<file path="src/rtl/core/gcli_pkg.sv">
// Shared types, constants and codes for the glyph cache lookup and install block.
`timescale 1ns / 1ps

package gcli_pkg;

  localparam int SLOT_COUNT_DEF = 512;
  localparam int CNT_W          = 10;
  localparam int EPOCH_W        = 8;

  localparam logic [31:0] HASH_MUL_CODE = 32'd2654435761;
  localparam logic [31:0] HASH_MUL_SIZE = 32'd2246822519;

  localparam logic [CNT_W-1:0] FILL_LIMIT_RST = 10'd384;

  localparam logic REG_FILL_LIMIT = 1'b0;

  typedef enum logic [1:0] {
    ST_HIT     = 2'd0,
    ST_INSTALL = 2'd1,
    ST_FLUSHED = 2'd2,
    ST_EMPTY   = 2'd3
  } status_t;

  typedef struct packed {
    logic                      vld;
    logic [EPOCH_W-1:0]        epoch;
    logic [7:0]                code;
    logic [15:0]               size;
    logic [9:0]                width;
    logic [9:0]                height;
    logic signed [10:0]        xoff;
    logic signed [10:0]        yoff;
  } entry_t;

  typedef enum logic [2:0] {
    SW_INIT,
    SW_IDLE,
    SW_WAIT,
    SW_SCRUB,
    SW_TAIL
  } sw_state_t;

  typedef struct packed {
    logic busy;
    logic rd_own;
    logic wr_en;
  } sw_ctl_t;

endpackage

</file>
<file path="src/rtl/core/gcli_hash.sv">
// Slot hash: low bits of the two multiplicative hashes, combined by XOR.
`timescale 1ns / 1ps

module gcli_hash #(
  parameter int ADDR_W = 9
) (
  input  logic [7:0]        char_code,
  input  logic [15:0]       size_px,
  output logic [ADDR_W-1:0] slot
);

  localparam logic [ADDR_W-1:0] K_CODE = gcli_pkg::HASH_MUL_CODE[ADDR_W-1:0];
  localparam logic [ADDR_W-1:0] K_SIZE = gcli_pkg::HASH_MUL_SIZE[ADDR_W-1:0];

  logic [ADDR_W-1:0] code_x;
  logic [ADDR_W-1:0] size_x;
  logic [ADDR_W-1:0] prod_code;
  logic [ADDR_W-1:0] prod_size;

  // Only the low product bits reach the slot, so the low constant bits suffice.
  always_comb begin
    code_x    = ADDR_W'(char_code);
    size_x    = ADDR_W'(size_px);
    prod_code = code_x * K_CODE;
    prod_size = size_x * K_SIZE;
    slot      = prod_code ^ prod_size;
  end

endmodule

</file>
<file path="config.mk">
export PLATFORM = sky130hd
export DESIGN_NAME = gcli_hash
export DESIGN_NICKNAME = d
export VERILOG_FILES = /design/src/rtl/core/gcli_pkg.sv /design/src/rtl/core/gcli_hash.sv
export SDC_FILE = /design/constraint.sdc
export NUM_CORES = 1
export LEC_CHECK = 0
export BUFFER_PORTS_ARGS = -buffer_cell sky130_fd_sc_hd__buf_2
export CORE_MARGIN = 10
export CORE_UTILIZATION = 40
export DETAILED_ROUTE_END_ITERATION = 7
export GPL_TIMING_DRIVEN = 1
export PLACE_DENSITY_LB_ADDON = 0.25
export SETUP_SLACK_MARGIN = 0.4
export SYNTH_ARGS = -nofsm -noshare
export SYNTH_HDL_FRONTEND = slang
export SYNTH_SLANG_ARGS = --single-unit
export TNS_END_PERCENT = 10
</file>
<file path="constraint.sdc">
create_clock -name vclk -period 5.5
set_input_delay 0.825 -clock vclk [all_inputs]
set_output_delay 0.825 -clock vclk [all_outputs]
set_load 0.05 [all_outputs]
</file>
==> summary.txt <==
Placement
  – Final HPWL DP: 2076 um
  – Placer Congestion: 0.8325
  – Dpl ws: 288.6 ps
  – Port-buffer cells: 26
  – Inst Count DP: 167

Die
  – CORE AREA: 2545 sq um
  – Starting Density: 0.4336
  – Die Wd: 72.53 um
  – Rows: 18
  – Die H: 72.53 um
  – Io pins: 33
  – Die ar.: 5260 sq um

Yosys
  – Library cells used by synthesis: 15
  – Register area share after synthesis: 0
  – Avg Inst Size Synth: 9.942 sq um
  – Post-synthesis cell area: 1104 sq um
  – Post-synthesis instance total: 111
  – Synth Warn #: 0
  – Net count after synthesis: 178

Route
  – Avg Vias per Cell: 4.575
  – Starting DRC count in detailed routing: 3
  – Final wirelength: 2175 um
  – Antenna Nets Post-Route: 0
  – Via count: 764
  – Initial DRT Pass Iterations: 2
  – DR WL/cell: 13.02 um
  – Residual DRC count: 0

Global routing
  – First-pass GRT wire length: 3677 um
  – Global-route usage over all layers: 0.08218
  – Congestion Overflow GR: 0
  – Largest net degree at the start of global routing: 6
  – Vias in the first global route: 839
  – Initial antenna violation count: 0

Final layout
  – Commonest cells after routing, fill and taps aside: ha_1, inv_1, buf_2, xnor2_1, fa_1
  – ANT cells: 0
  – Nets: 206
  – Share of layout cells above drive strength 1: 0.2555
  – Register Area: 0 sq um
  – Commonest non-fill, non-tap cell in the layout: ha_1
  – Clock buffer count: 0
  – Multi-input combinational cell area: 1052 sq um
  – Fillcell total: 240
  – Seq_cells: 0
  – Finished Layout Cells: 167
  – Layout area overhead: 20.64%

Worst setup path
  – Crit path DAT: 4180 ps
  – Critical Path Start Type: input port
  – Setup CP Type: in2out
  – Worst path required time: 4680 ps
  – Worst Setup End Kind: output port
  – Critical Path Fanout Max: 5

Worst hold path
  – Hold path cells: 3
  – Hold EP: slot[2]
  – Hold Path Origin: char_code[2]
  – Min-Delay Path Class: in2out

Power and ir drop
  – PD cells: 566.2 nW/um^2
  – Total power: 0.0007538 W
  – Leak pwr: 0.7215 nW
  – VDD IR max: 845.8 uV

Flow run
  – Max-cap violations: 0

Timing
  – Setup ws final: 496.8 ps
  – Max Transition Viols Final: 0
  – Setup_tns: 0 ps
  – Relative slew slack: 0.8370
  – RSZ-0062 raised after global routing: true
  – Final hold vios: 0
  – Fmax: 0.1999 GHz
  – Final setup viols: 0
  – Crit share post-route: 0.9097
  – Actual slew at the worst max-slew pin: 242.7 ps
  – Tmin final: 5003 ps

Outcome
  – Status: finished, final reports clean

Clock tree
  – Post-CTS setup buffer count: 0
-- metal layers --
| metal | GRT usage | up-vias | wire (um) |
|---|---|---|---|
| met2 | 0.1484 | 10 | 1137 |
| met3 | 0.009524 | 0 | 71 |
| met4 | 0 | 0 | 0 |
| met5 | 0 | - | 0 |
| li1 | - | 397 | - |
| met1 | 0.1070 | 357 | 966 |
-- cell usage after synthesis --
library cell	count	area share
a21o_1	3	0.020
xnor2_2	1	0.015
ha_1	29	0.33
xnor2_1	22	0.17
inv_1	26	0.088
nor2b_1	1	0.0057
a31o_2	1	0.0079
a31oi_1	1	0.0057
a21oi_1	1	0.0045
xor2_1	7	0.056
fa_1	14	0.25
nand2b_1	2	0.011
xnor3_1	1	0.020
o21ai_0	1	0.0045
nand2_1	1	0.0034
-- where the power goes --
| group | internal, W | switching, W | leakage (nW) |
|---|---|---|---|
| Combinational | 0.000290 | 0.000464 | 0.721 |
| Clock | 0 | 0 | 0 |
| Sequential | 0 | 0 | 0 |
-- worst max-delay path: stages --
cell and delay, ps:
clkbuf_4 150, fa_1 530, inv_1 50, fa_1 530
inv_1 50, fa_1 480, fa_2 630, ha_4 220
a21o_1 180, a31oi_2 170, xnor2_1 140, buf_4 220
-- kinds of logic after synthesis --
| group | Yosys count | synth area share |
|---|---|---|
| adders and majority gates | 43 | 0.5828 |
| xor gates and xnor gates | 31 | 0.2653 |
| buffers and inverters | 26 | 0.08843 |
| AOI/OAI and AO/OA | 7 | 0.04308 |
| and+or+nand+nor | 4 | 0.02041 |
-- final cells by class --
type	count	area share
repair buffers	26	0.1081
multi-input cells	85	0.7904
well taps	30	0.02820
inverters	26	0.07331
-- worst max-delay path by stage --
stage	start	endpoint	slack, ps	cells after the start
after CTS	size_px[0]	slot[6]	380	12
after floorplan	size_px[1]	slot[8]	400	11
after detailed placement	size_px[1]	slot[8]	290	12
after global placement	size_px[1]	slot[8]	340	12
after global routing	size_px[0]	slot[7]	360	12
final	size_px[1]	slot[8]	500	12
-- through the flow --
stage,cell area (sq um),hold slack (ps),util
after global routing,1331,2051,0.5231
after CTS,1303,2041,0.5118
after global placement,1279,2026,0.5025
after floorplan,1111,1918,-
after detailed placement,1279,2041,0.5025
final,1331,2033,0.5231
-- what timing repair did --
item | CTS | global route
resized for setup | 4 | 7
hold buffers | 0 | 0
setup endpoints to repair | 2 | 3
pin swaps | 0 | 4
Note: power is estimated with default switching activity, not from simulation.
