`config.mk`:
```
export PLATFORM = sky130hd
export DESIGN_NAME = gcli_ram
export DESIGN_NICKNAME = d
export VERILOG_FILES = /design/src/rtl/core/gcli_ram.sv
export SDC_FILE = /design/constraint.sdc
export NUM_CORES = 2
export LEC_CHECK = 0
export BUFFER_PORTS_ARGS = -buffer_cell sky130_fd_sc_hd__buf_4
export CORE_MARGIN = 2
export CORE_UTILIZATION = 63
export CTS_CLUSTER_SIZE = 12
export DETAILED_ROUTE_END_ITERATION = 10
export PLACE_DENSITY = 0.79
export SETUP_SLACK_MARGIN = 0.1
export SLEW_MARGIN = 20
export SYNTH_ARGS = -nofsm -noshare
export SYNTH_HDL_FRONTEND = slang
export SYNTH_SLANG_ARGS = --single-unit
```
`constraint.sdc`:
```
create_clock -name clk -period 2.6 [get_ports clk]
set_input_delay 0.39 -clock clk [delete_from_list [all_inputs] [get_ports clk]]
set_output_delay 0.39 -clock clk [all_outputs]
set_load 0.1 [all_outputs]
```
`src/rtl/core/gcli_ram.sv`:
```
// Generic single-write, single-read RAM with a registered read port.
`timescale 1ns / 1ps

module gcli_ram #(
  parameter int WIDTH = 8,
  parameter int DEPTH = 512,
  localparam int AW = $clog2(DEPTH)
) (
  input  logic             clk,
  input  logic             we,
  input  logic [AW-1:0]    waddr,
  input  logic [WIDTH-1:0] wdata,
  input  logic [AW-1:0]    raddr,
  output logic [WIDTH-1:0] rdata
);

  logic [WIDTH-1:0] mem_r [DEPTH];
  logic [WIDTH-1:0] rdata_r;

  always_ff @(posedge clk) begin
    if (we) begin
      mem_r[waddr] <= wdata;
    end
    rdata_r <= mem_r[raddr];
  end

  assign rdata = rdata_r;

endmodule

```
==> results.json <==
{
  "synth_cells": 8030,
  "hold_violations": 0,
  "power_mw": 133,
  "finalWorstPathRequiredPeriod_ns": 2.59,
  "synth_seq_cells": 4104,
  "tns_ns": 0,
  "path_clk_slew_ns": 0.10,
  "syn2layout_area_growth_pct": 16.2,
  "synth_cell_types": 51,
  "die-area_um2": 258000,
  "syn_nets": 8058,
  "avgSynthCellArea_um2": 19.9,
  "critPathMaxFanout": 2,
  "grt_pass1_wl_mm": 630,
  "drc_errors": 1,
  "cts_root_buffer": "clkbuf_16",
  "path_cells": "mux2i_1, o221ai_2, o22ai_1, o21ai_0, buf_4, nand4_1, nor4_2, buf_4, o2111a_1",
  "cts.sinks": 4104,
  "drive_above_1_share_pct": 27.3,
  "path_class": "flip-flop to flip-flop",
  "final_nets": 9382,
  "cp.required_ns": 3.53,
  "worst_r2r_endpoint": "rdata[0]$_DFF_P_",
  "fin_crit_sh_pct": 99.5,
  "cpMostUsedCell": "buf_4",
  "min_path_type": "input port to flip-flop",
  "clk_latency_ns": 1.04,
  "maxSlewHeadroom_pct": 34.0,
  "num_vias": 90800,
  "gp_congestion": 0.970,
  "via_per_inst": 7.05,
  "num-fill-cells": 13200,
  "port_buffers": 35,
  "overflow": 0,
  "tritoncts": "built",
  "yosysWarningCount": 0,
  "cp.arrival_ns": 3.52,
  "cp-start-kind": "flip-flop",
  "initial_utilization_pct": 63.5,
  "fmax_mhz": 387,
  "setup_viol": 0,
  "reg2reg_depth": 9,
  "clockBufferDepth": 4,
  "htreeDepth": 5,
  "power.leakage_nw": 61.8,
  "die_y_um": 508,
  "skew_ns": 0.0655,
  "rrSetupSlack_ns": 0.01,
  "holdPathEnd": "rdata[3]$_DFF_P_",
  "cts_buffers": 413,
  "vdd_drop_max_mv": 0.869,
  "grtUsageTotal_pct": 34.0,
  "synth_flop_cell": "edfxtp_1",
  "dpl.hpwl_mm": 272,
  "slowest_delay_ns": 0.57,
  "cp_top_family": "compound AO/OA/AOI/OAI gates",
  "grt_pass1_vias": 91600,
  "synthArstFlopShare_pct": 0,
  "cp-end-kind": "flip-flop",
  "grt_max_degree": 121,
  "rows": 184,
  "yosysSeqAreaShare_pct": 77.0,
  "pre_cts_ws_ns": -1.38,
  "antenna_found_initial": 15,
  "worst_slew_pin_slew_ns": 0.979,
  "whs_path_depth": 4,
  "outcome": "finished with violations",
  "slowest_stage": "edfxtp_1",
  "drt_wl_total_mm": 439,
  "core_um2": 252000,
  "syn_area_um2": 160000,
  "dr.first_iter.drc_count": 14800,
  "wire_per_inst_um": 34.0,
  "postCtsSetupBuffers": 0,
  "powerDensity_nw_per_um2": 717,
  "worstReg2RegStart": "mem_r[160][0]$_DFFE_PP_",
  "hold_start": "raddr[3]",
  "rsz0062_at_grt": "yes",
  "final.setup.worst_slack_ns": 0.0134,
  "io_pins": 36,
  "max_cap_violations": 0,
  "path_buf_inv": 2,
  "synth_edf_count": 4096,
  "dr.pass1.iters": 11,
  "violations": "DRC",
  "ant_nets": 0,
  "slew_violations": 0,
  "fin_util_pct": 73.8,
  "die_x_um": 508
}
==> cells in the mapped netlist, drive strengths merged (6+ instances only) <==
library cell  instances  area [um2]
o22ai               163        1020
and2                 20         125
nor3                109         546
nor2b                 6        37.5
o221ai              372        3260
nand3                36         180
nor2                597        2240
buf                 248        1950
nand4                32         200
o41ai                 7        61.3
o21ai               119         596
mux2i               797        7980
or3                   6        37.5
nor3b                 8        60.1
mux4                654       14700
o311ai                6        52.6
dfxtp                 8         160
nand2               111         417
edfxtp             4096      123000
a211oi               17         128
nor4                 36         225
o2111a                8        90.1
a21oi               194         971
a22oi                61         458
o31ai                13        97.6
clkbuf              265         995
==> stage by stage <==
step / hold slack, ns / cell area (um2) / instances
floorplan: 0.489 / 160000 / 8030
global placement: 0.789 / 174000 / 12300
detailed placement: 0.792 / 174000 / 12300
CTS: 0.110 / 186000 / 12900
global route: 0.136 / 186000 / 12900
finish: 0.170 / 186000 / 12900
==> cells by family (layout without fill, tap and decap cells) <==
family	after synthesis	in the layout	synth area share [%]
flops	4104	4104	77.0
mux	1451	1451	14.2
simple gates	980	980	2.63
compound gates	979	979	4.31
buf+inv	516	2015	1.85
other cells	0	10	0
==> tightest hold or removal path: cells and delay by family <==
family | cells | cell delay (ns)
buffers and inverters | 2 | 0.41
AOI/OAI and AO/OA | 2 | 0.32
==> worst max path at each step <==
stage                       end  cells past startpoint                     from  slack, ns
2_1_floorplan  rdata[0]$_DFF_P_                     10                 raddr[0]       0.24
3_3_place_gp   rdata[1]$_DFF_P_                     14                 raddr[1]      -1.33
3_5_place_dp   rdata[1]$_DFF_P_                     13                 raddr[1]      -1.38
4_1_cts        rdata[1]$_DFF_P_                      9   mem_r[56][1]$_DFFE_PP_       0.06
5_1_grt        rdata[0]$_DFF_P_                      9  mem_r[160][0]$_DFFE_PP_      -0.08
6_report       rdata[0]$_DFF_P_                      9  mem_r[160][0]$_DFFE_PP_       0.01
==> layout make-up <==
type | count | area (um2) | area share (%)
well taps | 3348 | 4190 | 2.25
clock inverters | 81 | 537 | 0.289
clock buffers | 509 | 10800 | 5.80
repair buffers | 1422 | 12800 | 6.90
multi-input cells | 3410 | 34300 | 18.5
flip-flops and latches | 4104 | 123000 | 66.3
diodes | 10 | 25.0 | 0.0135
inverters | 3 | 18.8 | 0.0101
==> flip-flops by register name (all words and copies together), names as in the netlist <==
register  flops
rdata         8
mem_r      4096
==> cells in the final DEF (no fill, tap or decap), types with 92 or more instances in the layout <==
| master | synthesis | final |
|---|---|---|
| mux4_2 | 654 | 654 |
| edfxtp_1 | 4096 | 4096 |
| o21ai_0 | 118 | 109 |
| mux2i_1 | 797 | 795 |
| o221ai_1 | 371 | 359 |
| clkbuf_1 | 265 | 92 |
| nand2_1 | 111 | 96 |
| clkbuf_16 | 0 | 417 |
| buf_12 | 5 | 158 |
| a21oi_1 | 194 | 193 |
| buf_4 | 70 | 1236 |
| nor2_1 | 597 | 597 |
| nor3_1 | 109 | 106 |
| o22ai_1 | 163 | 161 |
==> power breakdown <==
group / switching, mW / internal [mW]
Clock: 23.4 / 29.0
Sequential: 0.101 / 72.9
Combinational: 5.09 / 2.86
==> metal layers <==
metal  share of wire (%)  global-route usage [%]  vias up  wire length [um]
met5               0.010                       0        -                45
met1                  33                    45.7    45800            146000
met3                  14                    8.83     1482             61300
met4                 6.0                    17.3        8             26300
met2                  47                    52.2     7647            205000
li1                    -                       -    35900                 -
==> repair_timing <==
item | 4_1_cts | 5_1_grt
hold buffers | 8 | 0
gates resized for setup | 29 | 42
pin swaps | 6 | 11
endpoints found under the setup margin | 8 | 8
hold endpoints to repair | 326 | 0
No activity file was read; power rests on OpenSTA's default activity.
