$ cat config.mk
export PLATFORM = sky130hd
export DESIGN_NAME = gcli_sweep
export DESIGN_NICKNAME = d
export VERILOG_FILES = /design/src/rtl/core/gcli_pkg.sv /design/src/rtl/core/gcli_sweep.sv
export SDC_FILE = /design/constraint.sdc
export NUM_CORES = 1
export LEC_CHECK = 0
export ABC_CLOCK_PERIOD_IN_PS = 2300
export BUFFER_PORTS_ARGS = -buffer_cell sky130_fd_sc_hd__buf_2
export CORE_MARGIN = 1
export CORE_UTILIZATION = 50
export CTS_BUF_LIST = sky130_fd_sc_hd__clkbuf_16
export CTS_CLUSTER_DIAMETER = 50
export DETAILED_ROUTE_END_ITERATION = 10
export GPL_ROUTABILITY_DRIVEN = 0
export GPL_TIMING_DRIVEN = 0
export PLACE_DENSITY = 0.87
export SYNTH_ARGS = -nofsm -noshare
export SYNTH_HDL_FRONTEND = slang
export SYNTH_SLANG_ARGS = --single-unit
$ cat constraint.sdc
create_clock -name clk -period 2.3 [get_ports clk]
set_input_delay 0.23 -clock clk [delete_from_list [all_inputs] [get_ports clk]]
set_output_delay 0.23 -clock clk [all_outputs]
set_load 0.005 [all_outputs]
$ cat src/rtl/core/gcli_pkg.sv
// Shared types, constants and codes for the glyph cache lookup and install block.
`timescale 1ns / 1ps

package gcli_pkg;

  localparam int SLOT_COUNT_DEF = 512;
  localparam int CNT_W          = 10;
  localparam int EPOCH_W        = 8;

  localparam logic [31:0] HASH_MUL_CODE = 32'd2654435761;
  localparam logic [31:0] HASH_MUL_SIZE = 32'd2246822519;

  localparam logic [CNT_W-1:0] FILL_LIMIT_RST = 10'd384;

  localparam logic REG_FILL_LIMIT = 1'b0;

  typedef enum logic [1:0] {
    ST_HIT     = 2'd0,
    ST_INSTALL = 2'd1,
    ST_FLUSHED = 2'd2,
    ST_EMPTY   = 2'd3
  } status_t;

  typedef struct packed {
    logic                      vld;
    logic [EPOCH_W-1:0]        epoch;
    logic [7:0]                code;
    logic [15:0]               size;
    logic [9:0]                width;
    logic [9:0]                height;
    logic signed [10:0]        xoff;
    logic signed [10:0]        yoff;
  } entry_t;

  typedef enum logic [2:0] {
    SW_INIT,
    SW_IDLE,
    SW_WAIT,
    SW_SCRUB,
    SW_TAIL
  } sw_state_t;

  typedef struct packed {
    logic busy;
    logic rd_own;
    logic wr_en;
  } sw_ctl_t;

endpackage

$ cat src/rtl/core/gcli_sweep.sv
// Sequencer for the clearing pass after reset and the stale-epoch scrub pass.
`timescale 1ns / 1ps

module gcli_sweep #(
  parameter int SLOT_COUNT = gcli_pkg::SLOT_COUNT_DEF,
  localparam int ADDR_W = $clog2(SLOT_COUNT)
) (
  input  logic                clk,
  input  logic                rst_n,
  input  logic                scrub_req,
  input  logic                pipe_empty,
  input  logic                ent_stale,
  output gcli_pkg::sw_ctl_t   ctl,
  output logic [ADDR_W-1:0]   rd_addr,
  output logic [ADDR_W-1:0]   wr_addr
);

  localparam logic [ADDR_W-1:0] LAST_IDX = ADDR_W'(SLOT_COUNT - 1);

  gcli_pkg::sw_state_t state_r, state_nxt;
  logic [ADDR_W-1:0]   idx_r, idx_nxt;
  logic                chk_vld_r;
  logic [ADDR_W-1:0]   chk_addr_r;

  always_ff @(posedge clk) begin
    if (!rst_n) begin
      state_r   <= gcli_pkg::SW_INIT;
      idx_r     <= '0;
      chk_vld_r <= 1'b0;
    end else begin
      state_r   <= state_nxt;
      idx_r     <= idx_nxt;
      chk_vld_r <= (state_r == gcli_pkg::SW_SCRUB);
    end
  end

  always_ff @(posedge clk) begin
    chk_addr_r <= idx_r;
  end

  always_comb begin
    state_nxt  = state_r;
    idx_nxt    = idx_r;
    ctl.busy   = 1'b1;
    ctl.rd_own = 1'b0;
    ctl.wr_en  = 1'b0;
    rd_addr    = idx_r;
    wr_addr    = chk_addr_r;
    unique case (state_r)
      gcli_pkg::SW_INIT: begin
        ctl.wr_en = 1'b1;
        wr_addr   = idx_r;
        if (idx_r == LAST_IDX) begin
          state_nxt = gcli_pkg::SW_IDLE;
          idx_nxt   = '0;
        end else begin
          idx_nxt = idx_r + ADDR_W'(1);
        end
      end
      gcli_pkg::SW_IDLE: begin
        ctl.busy = 1'b0;
        if (scrub_req) begin
          state_nxt = gcli_pkg::SW_WAIT;
        end
      end
      gcli_pkg::SW_WAIT: begin
        if (pipe_empty) begin
          state_nxt = gcli_pkg::SW_SCRUB;
          idx_nxt   = '0;
        end
      end
      gcli_pkg::SW_SCRUB: begin
        ctl.rd_own = 1'b1;
        ctl.wr_en  = chk_vld_r && ent_stale;
        if (idx_r == LAST_IDX) begin
          state_nxt = gcli_pkg::SW_TAIL;
          idx_nxt   = '0;
        end else begin
          idx_nxt = idx_r + ADDR_W'(1);
        end
      end
      gcli_pkg::SW_TAIL: begin
        ctl.wr_en = chk_vld_r && ent_stale;
        state_nxt = gcli_pkg::SW_IDLE;
      end
      default: begin
        state_nxt = gcli_pkg::SW_IDLE;
      end
    endcase
  end

endmodule

==> results of run 1 <==
==> Yosys cell counts, types with 2 or more instances <==
library cell	number	area share, %
dfxtp_1	22	46
mux2_2	9	11
nor2_1	6	2.4
nand2_1	5	2.0
a21oi_1	4	2.1
nand3_1	4	2.1
o31ai_1	4	3.2
or4_1	3	2.4
xnor2_1	3	2.8
a211oi_1	2	1.6
a21boi_0	2	1.6
buf_2	2	1.1
ha_1	2	2.6
nor2b_1	2	1.3
nor3b_1	2	1.6
nor4_1	2	1.3
==> stage by stage <==
stage          area (µm²)  setup TNS, ns  utilization (%)  total power, W
2_1_floorplan         952              0                -        0.000423
3_3_place_gp         1110              0             62.8        0.000438
3_5_place_dp         1110         -0.231             62.8        0.000441
4_1_cts              1220              0             69.1        0.000909
5_1_grt              1230              0             69.9        0.000935
6_report             1230              0             69.9        0.000909
==> flip-flops by register name, indices dropped and copies added, names as in the netlist <==
register	count
chk_vld_r	1
state_r	3
chk_addr_r	9
rd_addr	9
==> worst reg2reg max path, stage by stage, from the launching register on <==
cell,delay (ns)
dfxtp_1,0.43
ha_1,0.29
nand3_1,0.12
nor2_1,0.12
ha_1,0.24
nor2b_1,0.17
a211oi_1,0.10
o31ai_4,0.38
nor2_1,0.10
==> logic make-up after synthesis <==
logic type,after synthesis
flip-flops,22
AND/OR/NAND/NOR,33
XOR/XNOR,4
adder cells (fa/ha/maj),2
AO/OA/AOI/OAI,17
multiplexers,10
buffers and inverters,4
==> cell type report <==
| type | count | area (µm²) |
|---|---|---|
| multi-input cells | 66 | 507 |
| clock inverters | 1 | 30.0 |
| clock buffers | 3 | 75.1 |
| flip-flops and latches | 22 | 440 |
| fillers | 137 | 531 |
| plain buffers | 4 | 25.0 |
| well taps | 25 | 31.3 |
| repair buffers | 25 | 125 |
==> worst max path at each step <==
stage | slack [ns] | endpoint
6_report | 0.23 | rd_addr[1]
5_1_grt | 0.09 | rd_addr[1]
4_1_cts | 0.05 | wr_addr[3]
3_5_place_dp | -0.05 | rd_addr[1]
3_3_place_gp | 0.006 | rd_addr[1]
2_1_floorplan | 0.34 | rd_addr[0]
==> power by group <==
part	total [W]	leakage, nW	switching (W)	internal, W
logic	0.0000351	0.320	0.0000161	0.0000191
registers	0.000399	0.178	0.00000886	0.000390
clock network	0.000475	0.0511	0.000130	0.000345
total	0.000909	0.549	0.000155	0.000754
==> metal layers <==
metal | global-route usage [%] | up-vias | share of wire (%)
li1 | - | 397 | -
met1 | 26.6 | 385 | 44
met2 | 36.9 | 23 | 50
met3 | 3.57 | 9 | 3.1
met4 | 11.5 | 0 | 2.2
met5 | 0 | - | 0
==> repair_timing <==
action                                  in CTS  in global routing
gates resized for setup                      1                  2
pin swaps                                    0                  0
endpoints found under the setup margin       8                 17
==> results.toml, run 1 <==
[global_routing]
grt_usage_pct = 21.9
grt_pass1_vias = 720
grt_max_degree = 14
antenna_found_initial = 0
grt_pass1_wl_um = 3190
grt_overflow = 0

[floorplan]
initial_utilization_pct = 54.0
die-area_um2 = 2080
die_w_um = 45.6
num_io_pins = 26
coreArea_um2 = 1760
rows = 15
dieHeight_um = 45.6

[logic_synthesis]
synth_edf_count = 0
synth_compound_gate_area_share_pct = 12.2
synth-simple-area-share_pct = 20.9
synthMuxAreaShare_pct = 11.7
synth_adder_area_share_pct = 2.63
synthArstFlopShare_pct = 0
syn-instance-count = 92
synth_xor_area_share_pct = 3.68
synth_area_per_cell_um2 = 10.3
ys_seq_area_share_pct = 46.3
synth_fp_nets = 99
synth_cell_types = 34
syn-cell-area_um2 = 952
ys.flop_type = "dfxtp_1"
synth-seq-cells = 22
yosysWarnings = 0
synth_top_family_by_area = "simple AND/OR/NAND/NOR gates"

[cts]
post_cts_buffers = 0
cts.clk_slew.worst_paths_ns = 0.06
cts_root_buffer = "clkbuf_16"
clkLatencyLatePin_ns = 0.25
clock_sinks = 22
cts_buffer_depth = 2
cts-buffers-inserted = 3
cts_hold_buf = 0
cts_max_level = 1
cts_tree = "yes"

[worst_setup_path]
slowest_stage = "dfxtp_1"
critPathArrivalTime_ns = 2.19
critical_path.max_fanout = 8
cp_num_cells = 8
critPathBufInv = 0
worstSetupPathType = "flop to flop"
cp_cell_sequence = "ha_1, nand3_1, nor2_1, ha_1, nor2b_1, a211oi_1, o31ai_4, nor2_1"
end_kind = "flop"
rr_worst_depth = 8
critPathTopFamily = "adder cells"
r2r_start = "rd_addr[0]"
critPathLaunch = "rd_addr[0]"
timing.rr.end = "rd_addr[1]"
reg2reg_slack_ns = 0.23
startpoint_type = "flop"
critPathRequiredTime_ns = 2.43
worst_path_largest_cell_delay_ns = 0.43

[detailed_routing]
viasPerCell = 5.58
vias = 814
initialDrtViolationCount = 13
drtAntennaViolNets = 0
firstDrtPassIters = 4
drc_errors = 0
avgRoutedWirePerCell_um = 14.2
routed_wl_um = 2070

[power_and_ir_drop]
power_density_nw_per_um2 = 737
ir_drop_mv = 0.602
leakage_nw = 0.549

[hold_path]
hold_start = "rst_n"
min_path_type = "primary input to flop"
hold_path_end = "state_r[0]"
hold_depth = 2

[layout]
area_delta_synth_final_pct = 29.6
nets = 129
layout.cells.non_filler = 146
final_cell_mix = "buf_2, dfxtp_1, mux2_2"
drive_gt1_share_pct = 38.0
mostFrequentLayoutCell = "buf_2"
antennaDiodeCount = 0

[timing]
finalWorstSetupSlack_ns = 0.232
finalHoldViolCount = 0
fmax_mhz = 483
rsz0062_at_grt = "false"
fin_crit_sh_pct = 89.9
clock-skew-final_ns = 0.00292
holdWs_ns = 0.267
finalCriticalPeriod_ns = 2.07
worst_slew_margin_rel_pct = 63.5
drv_slew = 0
tightest_slew_ns = 0.547
setup_violations = 0

[placed_design]
dpl.cell_count = 142
port_buffers = 25
dp_hpwl_um = 1340
pre_cts_ws_ns = -0.0482

[job]
drv_cap = 0

[outcome]
status = "finished clean"
No activity file was read; power rests on OpenSTA's default activity.
==> run 2: changes to the inputs <==
--- a/config.mk
+++ b/config.mk
@@ -5,16 +5,16 @@
 export SDC_FILE = /design/constraint.sdc
 export NUM_CORES = 1
 export LEC_CHECK = 0
-export ABC_CLOCK_PERIOD_IN_PS = 2300
+export ABC_CLOCK_PERIOD_IN_PS = 2400
 export BUFFER_PORTS_ARGS = -buffer_cell sky130_fd_sc_hd__buf_2
 export CORE_MARGIN = 1
-export CORE_UTILIZATION = 50
+export CORE_UTILIZATION = 53
 export CTS_BUF_LIST = sky130_fd_sc_hd__clkbuf_16
 export CTS_CLUSTER_DIAMETER = 50
 export DETAILED_ROUTE_END_ITERATION = 10
 export GPL_ROUTABILITY_DRIVEN = 0
 export GPL_TIMING_DRIVEN = 0
-export PLACE_DENSITY = 0.87
+export PLACE_DENSITY = 0.91
 export SYNTH_ARGS = -nofsm -noshare
 export SYNTH_HDL_FRONTEND = slang
 export SYNTH_SLANG_ARGS = --single-unit
==> constraint.sdc (replaced) <==
create_clock -name clk -period 2.4 [get_ports clk]
set_input_delay 0.24 -clock clk [delete_from_list [all_inputs] [get_ports clk]]
set_output_delay 0.24 -clock clk [all_outputs]
set_load 0.005 [all_outputs]
==> results.toml, run 2 (same netlist as run 1, synthesis figures left out) <==
[timing]
tightest_slew_ns = 0.734
finalHoldViolCount = 0
rsz0062_at_grt = "false"
fin_crit_sh_pct = 93.5
finalCriticalPeriod_ns = 2.24
setup_violations = 0
worst_slew_margin_rel_pct = 50.8
drv_slew = 0
fmax_mhz = 446
clock-skew-final_ns = 0.00131
fin_setup_tns_ns = 0

[cts]
cts.clk_slew.worst_paths_ns = 0.05
cts_buffer_depth = 2
cts_tree = "yes"
cts_max_level = 1
cts_root_buffer = "clkbuf_16"
clkLatencyLatePin_ns = 0.25
post_cts_buffers = 0
cts-buffers-inserted = 3
clock_sinks = 22

[detailed_routing]
avgRoutedWirePerCell_um = 15.0
routed_wl_um = 2180
vias = 822
initialDrtViolationCount = 26
firstDrtPassIters = 6
drc_errors = 0
viasPerCell = 5.67
drtAntennaViolNets = 0

[layout]
nets = 129
mostFrequentLayoutCell = "buf_2"
fin_util_pct = 74.7
area_delta_synth_final_pct = 25.1
antennaDiodeCount = 0
final_cell_mix = "buf_2, dfxtp_1, mux2_2"
drive_gt1_share_pct = 37.2

[worst_setup_path]
end_kind = "flop"
critPathRequiredTime_ns = 2.51
rr_worst_depth = 8
worstSetupPathType = "flop to flop"
startpoint_type = "flop"
critPathArrivalTime_ns = 2.36
r2r_start = "rd_addr[0]"
critPathLaunch = "rd_addr[0]"
timing.rr.end = "rd_addr[2]"
critical_path.max_fanout = 8
critPathCapture = "rd_addr[2]"
reg2reg_slack_ns = 0.16

[outcome]
status = "finished clean"

[global_routing]
antenna_found_initial = 0
grt_pass1_wl_um = 3440
grt_usage_pct = 24.3
grt_pass1_vias = 779
grt_max_degree = 13
grt_overflow = 0

[floorplan]
dieHeight_um = 44.4
rows = 14
initial_utilization_pct = 59.7
die_w_um = 44.4
num_io_pins = 26
die-area_um2 = 1970
coreArea_um2 = 1590

[hold_path]
min_path_type = "primary input to flop"

[power_and_ir_drop]
ir_drop_mv = 0.549
leakage_nw = 0.531
power_density_nw_per_um2 = 637

[placed_design]
dp_hpwl_um = 1360
port_buffers = 25

[job]
drv_cap = 0
[run 2: critical path: stages, from the launching register on]
cell	delay, ns
dfxtp_1	0.43
ha_1	0.27
nand3_1	0.11
nor2_1	0.12
ha_1	0.25
nor2b_1	0.16
a211oi_1	0.08
o31ai_2	0.55
nor2_1	0.11
[run 2: cell type report]
type | count | area (µm²)
clock buffers | 3 | 75.1
well taps | 24 | 30.0
repair buffers | 25 | 125
clock inverters | 1 | 3.75
flip-flops and latches | 22 | 440
fillers | 113 | 403
plain buffers | 4 | 25.0
multi-input cells | 66 | 492
[run 2: metrics by stage]
step / cells / instance area (µm²) / total power (W) / setup slack, ns / hold WS (ns)
6_report: 145 / 1190 / 0.000759 / 0.156 / 0.269
3_3_place_gp: 141 / 1110 / 0.000420 / 0.0736 / 0.387
5_1_grt: 145 / 1190 / 0.000784 / 0.0144 / 0.284
3_5_place_dp: 141 / 1110 / 0.000422 / 0.0143 / 0.385
2_1_floorplan: 92 / 952 / 0.000405 / 0.443 / 0.358
4_1_cts: 145 / 1190 / 0.000761 / 0.184 / 0.277
[run 2: metal layers]
metal	wire length [µm]	vias to the layer above	global-route usage (%)
met5	0	-	0
met2	1100	33	40.9
met3	89	6	3.67
li1	-	399	-
met1	908	384	29.3
met4	80	0	13.9
[run 2: power by group]
| part | switching (W) | internal [W] |
|---|---|---|
| Sequential | 0.00000882 | 0.000374 |
| Combinational | 0.0000157 | 0.0000179 |
| Clock | 0.000121 | 0.000222 |
[run 2: worst min-delay path by stage]
| stage | startpoint | end | slack [ns] | cells after the start |
|---|---|---|---|---|
| 2_1_floorplan | rst_n | state_r[0] | 0.36 | 1 |
| 3_3_place_gp | rd_addr[8] | chk_addr_r[8] | 0.39 | 0 |
| 3_5_place_dp | rd_addr[8] | chk_addr_r[8] | 0.39 | 0 |
| 4_1_cts | rst_n | state_r[0] | 0.28 | 2 |
| 5_1_grt | rst_n | state_r[0] | 0.28 | 2 |
| 6_report | rst_n | state_r[0] | 0.27 | 2 |
[run 2: repair_timing]
| item | 4_1_cts | 5_1_grt |
|---|---|---|
| endpoints found under the setup margin | 8 | 0 |
| hold buffers | 0 | 0 |
| gates resized for setup | 1 | 0 |
==> run 3: changes to the inputs <==
--- a/config.mk
+++ b/config.mk
@@ -7,7 +7,7 @@
 export LEC_CHECK = 0
 export ABC_CLOCK_PERIOD_IN_PS = 2400
 export BUFFER_PORTS_ARGS = -buffer_cell sky130_fd_sc_hd__buf_2
-export CORE_MARGIN = 1
+export CORE_MARGIN = 1.5
 export CORE_UTILIZATION = 53
 export CTS_BUF_LIST = sky130_fd_sc_hd__clkbuf_16
 export CTS_CLUSTER_DIAMETER = 50
==> results.toml, run 3 (same netlist as run 1, synthesis figures left out) <==
[floorplan]
num_io_pins = 26
coreArea_um2 = 1710
die_w_um = 45.4
dieHeight_um = 45.4
rows = 15
initial_utilization_pct = 55.8
die-area_um2 = 2060

[hold_path]
hold_depth = 2
min_path_type = "primary input to flop"
hold_start = "rst_n"
hold_path_end = "state_r[0]"

[worst_setup_path]
startpoint_type = "flop"
critPathRequiredTime_ns = 2.16
critPathArrivalTime_ns = 1.96
reg2reg_slack_ns = 0.38
critical_path.max_fanout = 10
cp_cell_sequence = "clkbuf_1, nor3_2, mux2_2, buf_2"
worstSetupPathType = "flop to output pin"
timing.rr.end = "rd_addr[7]"
slowest_stage = "nor3_2"
r2r_start = "rd_addr[0]"
end_kind = "output pin"
worst_path_largest_cell_delay_ns = 0.62
rr_worst_depth = 8

[layout]
final_cell_mix = "buf_2, dfxtp_1, mux2_2"
multi_input_area_um2 = 500
n_fill_cell = 113
ff_latch_area_um2 = 440
stdcell_area_um2 = 1230
drive_gt1_share_pct = 38.0
antennaDiodeCount = 0
fin_util_pct = 71.9
area_delta_synth_final_pct = 28.9
layout.cells.non_filler = 146
mostFrequentLayoutCell = "buf_2"
nets = 129

[power_and_ir_drop]
total_power_w = 0.000870
combPwrFrac_pct = 3.8
power_density_nw_per_um2 = 709
p_sw_w = 0.000148
seq_power_share_pct = 43.8
p_int_w = 0.000723
switching_share_pct = 17.0
power_frac_clock_pct = 52.3
ir_drop_mv = 0.325
leakage_nw = 0.545

[cts]
cts_hold_buf = 0
clkLatencyLatePin_ns = 0.25
cts_tree = "yes"
cts-buffers-inserted = 3
cts_max_level = 1
cts_buffer_depth = 2
clock_sinks = 22
cts_root_buffer = "clkbuf_16"
cts.clk_slew.worst_paths_ns = 0.06

[timing]
worst_slew_margin_rel_pct = 50.5
setup_violations = 0
tightest_slew_ns = 0.739
clock-skew-final_ns = 0.00186
drv_slew = 0
rsz0062_at_grt = "false"
fmax_mhz = 454
finalHoldViolCount = 0
fin_crit_sh_pct = 91.8
finalCriticalPeriod_ns = 2.20

[global_routing]
grt_overflow = 0
grt_usage_pct = 19.8
grt_pass1_vias = 721
grt_pass1_wl_um = 2990
antenna_found_initial = 0
grt_max_degree = 14

[job]
drv_cap = 0

[detailed_routing]
drtAntennaViolNets = 0
firstDrtPassIters = 4
initialDrtViolationCount = 21
drc_errors = 0
vias = 828
viasPerCell = 5.67
routed_wl_um = 2030
avgRoutedWirePerCell_um = 13.9

[placed_design]
dp_hpwl_um = 1270
port_buffers = 25
placed_area_um2 = 1110
dpl.cell_count = 142

[outcome]
status = "finished clean"
## run 3: cell types whose count changed in the layout (fill, tap and decap cells not counted), sizes merged
| cell | change |
|---|---|
| bufinv | +1 |
| clkinv | -1 |
## run 3: worst max path at each step
stage,startpoint,to,slack (ns)
floorplan,rd_addr[0],rd_addr[0],0.44
global placement,rd_addr[0],rd_addr[3],0.12
detailed placement,rd_addr[0],rd_addr[1],-0.02
CTS,state_r[2],wr_addr[0],0.17
global route,state_r[2],wr_addr[0],0.09
finish,state_r[2],wr_addr[0],0.20
## run 3: area by class of cell
cell class	count	share of cell area, %
repair buffers	25	10.2
flip-flops and latches	22	35.9
plain buffers	4	2.04
well taps	25	2.55
clock buffers	3	6.12
clock inverters	1	2.45
multi-input cells	66	40.8
## run 3: through the flow
step	hold slack, ns	TNS (ns)	worst slack [ns]
after floorplan	0.358	0	0.443
after global placement	0.386	0	0.119
after detailed placement	0.392	-0.0806	-0.0200
after CTS	0.266	0	0.168
after global routing	0.292	0	0.0934
final	0.281	0	0.197
## run 3: worst max-delay path, delay by kind of cell, from the launching register on
kind / cells / cell delay, ns
AND/OR/NAND/NOR: 1 / 0.62
multiplexers: 1 / 0.40
buffers and inverters: 2 / 0.37
flip-flops: 1 / 0.31
## run 3: what timing repair did
action	4_1_cts	5_1_grt
setup buffers	0	0
pin swaps	0	0
setup endpoints to repair	6	3
resized for setup	1	1
## run 3: power groups by stage
| stage | Sequential, W | Clock [W] | Combinational, W |
|---|---|---|---|
| after floorplan | 0.000388 | 0 | 0.0000166 |
| after global placement | 0.000389 | 0 | 0.0000307 |
| after detailed placement | 0.000390 | 0 | 0.0000321 |
| after CTS | 0.000382 | 0.000457 | 0.0000328 |
| after global routing | 0.000383 | 0.000467 | 0.0000364 |
| final | 0.000382 | 0.000455 | 0.0000335 |
## run 3: metal layers
metal	part of all wire [%]	track usage (%)
met1	42	24.4
met4	2.9	10.6
met2	51	32.7
met3	3.9	3.17
met5	0	0
